===== src/rtl/core/wvm_pkg.sv =====
// shared types, codes and constants of the wavetable voice mixer
package wvm_pkg;

    // fixed table count and default sizes
    localparam int NUM_TABLES        = 12;
    localparam int DEF_NUM_VOICES    = 8;
    localparam int DEF_MAX_TABLE_LEN = 1024;
    localparam logic [15:0] OFFSET_RESET = 16'h8000;

    // request kinds
    typedef enum logic [1:0] {
        ACT_TICK   = 2'd0,
        ACT_START  = 2'd1,
        ACT_WRITE  = 2'd2,
        ACT_LENGTH = 2'd3
    } t_action;

    // result status codes
    typedef enum logic [1:0] {
        STAT_OK       = 2'd0,
        STAT_NO_VOICE = 2'd1,
        STAT_STEP     = 2'd2,
        STAT_BAD_ADDR = 2'd3
    } t_status;

    // controller states
    typedef enum logic [2:0] {
        ST_IDLE,
        ST_EXEC,
        ST_SCAN,
        ST_FLUSH,
        ST_FINISH
    } t_state;

    // input request payload
    typedef struct packed {
        t_action            action;
        logic [15:0]        cur_measure;
        logic [7:0]         cur_location;
        logic [3:0]         note_code;
        logic [2:0]         pitch;
        logic [15:0]        end_measure;
        logic [7:0]         end_location;
        logic [9:0]         table_address;
        logic signed [15:0] sample_value;
        logic [10:0]        table_length;
    } t_in_item;

    // result payload
    typedef struct packed {
        logic signed [19:0] mixed_sample;
        t_status            status;
        logic [2:0]         voice_index;
        logic [3:0]         active_voices;
    } t_out_item;

    // commands from controller to datapath
    typedef struct packed {
        logic load;
        logic exec;
        logic scan;
        logic finish;
    } t_dp_cmd;

endpackage


===== src/rtl/core/wvm_ctrl.sv =====
// controller state machine: sequences requests and the voice scan of a tick
module wvm_ctrl
    import wvm_pkg::*;
#(
    parameter int NUM_VOICES = DEF_NUM_VOICES,
    localparam int VIDX_W = (NUM_VOICES > 1) ? $clog2(NUM_VOICES) : 1
) (
    input  logic              i_clk,
    input  logic              i_rst_n,
    input  logic              i_start,
    input  t_action           i_action,
    output logic              o_busy,
    output logic              o_done,
    output t_dp_cmd           o_cmd,
    output logic [VIDX_W-1:0] o_voice
);

    localparam logic [VIDX_W-1:0] LAST_VOICE = VIDX_W'(NUM_VOICES - 1);

    t_state            r_state, n_state;
    logic [VIDX_W-1:0] r_voice, n_voice;
    logic              r_done, n_done;
    logic              accept;

    assign accept = i_start && (r_state == ST_IDLE);

    // state, voice counter and result strobe
    always_ff @(posedge i_clk) begin
        if (!i_rst_n) begin
            r_state <= ST_IDLE;
            r_voice <= '0;
            r_done  <= 1'b0;
        end else begin
            r_state <= n_state;
            r_voice <= n_voice;
            r_done  <= n_done;
        end
    end

    // next state and commands
    always_comb begin
        n_state      = r_state;
        n_voice      = r_voice;
        n_done       = 1'b0;
        o_cmd        = '0;
        o_cmd.load   = accept;
        case (r_state)
            ST_IDLE: begin
                if (accept) begin
                    n_voice = '0;
                    n_state = (i_action == ACT_TICK) ? ST_SCAN : ST_EXEC;
                end
            end
            ST_EXEC: begin
                o_cmd.exec   = 1'b1;
                o_cmd.finish = 1'b1;
                n_done       = 1'b1;
                n_state      = ST_IDLE;
            end
            ST_SCAN: begin
                o_cmd.scan = 1'b1;
                if (r_voice == LAST_VOICE) begin
                    n_state = ST_FLUSH;
                end else begin
                    n_voice = r_voice + 1'b1;
                end
            end
            ST_FLUSH: begin
                n_state = ST_FINISH;
            end
            ST_FINISH: begin
                o_cmd.finish = 1'b1;
                n_done       = 1'b1;
                n_state      = ST_IDLE;
            end
            default: begin
                n_state = ST_IDLE;
            end
        endcase
    end

    assign o_busy  = (r_state != ST_IDLE);
    assign o_done  = r_done;
    assign o_voice = r_voice;

endmodule


===== config.mk =====
export PLATFORM = sky130hd
export DESIGN_NAME = wvm_ctrl
export DESIGN_NICKNAME = d
export VERILOG_FILES = /design/src/rtl/core/wvm_pkg.sv /design/src/rtl/core/wvm_ctrl.sv
export SDC_FILE = /design/constraint.sdc
export NUM_CORES = 1
export LEC_CHECK = 0
export ABC_CLOCK_PERIOD_IN_PS = 1200
export BUFFER_PORTS_ARGS = -buffer_cell sky130_fd_sc_hd__buf_2
export CORE_AREA = 2 2 39 41
export DETAILED_ROUTE_END_ITERATION = 6
export DIE_AREA = 0 0 41 43
export SETUP_SLACK_MARGIN = 0.4
export SYNTH_ARGS = -nofsm -noshare
export SYNTH_HDL_FRONTEND = slang
export SYNTH_SLANG_ARGS = --single-unit

===== constraint.sdc =====
create_clock -name i_clk -period 1.2 [get_ports i_clk]
set_input_delay 0.24 -clock i_clk [delete_from_list [all_inputs] [get_ports i_clk]]
set_output_delay 0.24 -clock i_clk [all_outputs]
set_load 0.005 [all_outputs]

==> results.json <==
{
  "fin_area_sq_um": 679,
  "clock_latency_ps": 250,
  "drc": 0,
  "maxCapViolCount": 0,
  "met2RoutedLength_um": 414,
  "fin_ws_ps": -193,
  "ir_worst_vdd_mv": 0.533,
  "highest_layer": "met4",
  "die_y_um": 43,
  "crit_required_ps": 960,
  "maxSlewHeadroom_pct": 78.5,
  "insertedDiodeCount": 0,
  "gp_congestion": 0.695,
  "synth_cells": 35,
  "synth-seq-area-share_pct": 39.3,
  "leakage_nw": 0.307,
  "ant_nets": 0,
  "cts_max_level": 1,
  "vias": 357,
  "ioPinCount": 14,
  "grt_max_degree": 8,
  "cts_tree": "done",
  "grt_overflow": 0,
  "synth_compound_area_share_pct": 13.7,
  "clk_pin_slew_worst_paths_ps": 60,
  "gr-usage-all-layers_pct": 11.5,
  "crit_chain": "or3_4 -> nor2_2 -> buf_2",
  "port_buffers": 13,
  "yosys_warnings": 0,
  "drt-initial-drc-count": 3,
  "slew_viol_final": 0,
  "max_freq_ghz": 0.718,
  "wire_per_inst_um": 10.4,
  "hold_viol": 0,
  "numCtsBuffers": 3,
  "crit_arrival_ps": 1150,
  "drive_above_1_share_pct": 85.2,
  "fin_tns_setup_ps": -1040,
  "synth_cell_types": 20,
  "cellPowerDensity_nw_per_um2": 841,
  "netlist_area_sq_um": 357,
  "cts_sinks": 7,
  "synth_adder_area_share_pct": 7.02,
  "period_needed_ps": 1390,
  "slowest_delay_ps": 380,
  "cp-end-kind": "output port",
  "routed_wl_um": 801,
  "syn-num-nets": 42,
  "syn_avg_cell_area_sq_um": 10.2,
  "nets": 69,
  "postCtsHoldBufs": 0,
  "synth_seq_cells": 7,
  "worstMarginPinSlew_ps": 321,
  "path_delay_family": "simple AND/OR/NAND/NOR gates",
  "path_max_fanout": 3,
  "start_util_pct": 25.8,
  "post-route-period-util_pct": 116,
  "violations": "negative setup slack",
  "holdWs_ps": 277,
  "place_hpwl_um": 596,
  "die_x_um": 41,
  "synth_simple_gate_area_share_pct": 30.2,
  "rsz0062_at_grt": "true",
  "dr.pass1.iters": 5,
  "synth_xor_area_share_pct": 2.46,
  "routed-wl-met3_um": 44,
  "antenna_found_initial": 0,
  "area_delta_synth_final_pct": 90.5,
  "wl_met1_um": 331,
  "critPathBufInv": 1,
  "final-setup-viol-count": 8,
  "rows": 14,
  "core_sq_um": 1380,
  "grt_pass1_wl_um": 1300,
  "synthMuxAreaShare_pct": 0,
  "hold_class": "in -> reg",
  "cp-start-kind": "flop",
  "clockBufferDepth": 2,
  "dieArea_sq_um": 1760,
  "post_dp_cell_area_sq_um": 536,
  "skew_ps": 7.14,
  "cpMaxStageDelayCell": "or3_4",
  "root_buffer": "clkbuf_4",
  "synth_top_family_by_area": "simple AND/OR/NAND/NOR gates",
  "status": "finished, violations left",
  "vias_per_cell": 4.64,
  "r2r_slack_ps": -110,
  "crit_type": "reg -> out",
  "grt_pass1_vias": 325
}
[Yosys cell counts, drive strengths merged]
library cell	number	area share, %
a21oi	2	2.8
a31o	1	2.5
a32o	2	6.3
and2	2	3.9
and4b	1	3.2
buf	3	6.3
dfxtp	7	39
ha	2	7.0
inv	1	1.1
nand2	1	1.1
nor2	5	5.3
nor3b	2	5.6
nor4b	1	4.2
o211ai	1	2.1
or3	1	1.8
or3b	1	3.2
or4	1	2.1
xnor2	1	2.5
[layout make-up]
class / instances / area [sq um]
fillers: 137 / 704
multi-input cells: 24 / 269
repair buffers: 25 / 203
flip-flops and latches: 7 / 158
clock buffers: 4 / 26.3
well taps: 16 / 20.0
inverters: 1 / 3.75
[stage by stage]
stage	worst slack, ps	cells	util, %	power [mW]
after floorplan	-6.07	35	-	0.306
after global placement	-10.8	69	38.7	0.336
after detailed placement	-51.3	69	38.7	0.337
after CTS	-202	77	47.3	0.567
after global routing	-270	77	49.1	0.606
final	-193	77	49.1	0.571
[layer usage]
metal	vias up	track usage, %
li1	182	-
met2	8	17.8
met1	165	11.3
met3	2	5.24
met5	-	0
met4	0	8.00
[logic make-up after synthesis]
logic type / Yosys count
buffers and inverters: 4
flip-flops: 7
XOR/XNOR: 1
adder cells (fa/ha/maj): 2
AND/OR/NAND/NOR: 15
AO/OA/AOI/OAI: 6
[report_power, final]
part / leakage (nW) / switching (mW) / total, mW / internal [mW]
Clock: 0.0150 / 0.0886 / 0.216 / 0.127
Combinational: 0.231 / 0.0459 / 0.115 / 0.0691
Sequential: 0.0608 / 0.00674 / 0.241 / 0.234
[worst register-to-register path, cell delays in order (launching register included)]
cell     delay [ps]
dfxtp_4         340
buf_4           140
or3b_4          410
nor3b_4         210
a32o_2          140
[flip-flops by register name, summed over array words and instances (netlist names)]
| name | cells |
|---|---|
| o_voice | 3 |
| r_state | 3 |
| o_done | 1 |
[repair_timing]
action                                  4_1_cts  5_1_grt
endpoints found under the setup margin       16       16
cloned                                        0        0
pin swaps                                     1        1
buffers inserted                              4        0
gates resized for setup                      14        5
[cells in the final DEF, fill, tap and decap left out]
master,count
nor2_2,2
xnor2_2,1
dfxtp_1,1
buf_4,6
dfxtp_4,4
dfxtp_2,2
nor2_4,1
a21oi_1,1
buf_2,9
nor2_1,2
a21oi_2,1
inv_1,1
ha_4,2
and2_4,1
nor4b_4,1
clkbuf_4,3
nand2_2,1
or3_4,1
o211ai_1,1
and2_2,1
or3b_4,1
nor3b_2,1
nor3b_4,1
clkbuf_1,1
and4b_2,1
a31o_1,1
a32o_2,2
or4_1,1
buf_6,10
[worst paths after layout]
| check | cells past startpoint | from | to |
|---|---|---|---|
| min | 3 | i_start | r_state[1] |
| max reg2reg | 4 | r_state[2] | o_voice[2] |
| max | 3 | r_state[2] | o_cmd[3] |
| min reg2reg | 1 | o_voice[2] | o_voice[2] |
Power figures use the tool's default switching activity.
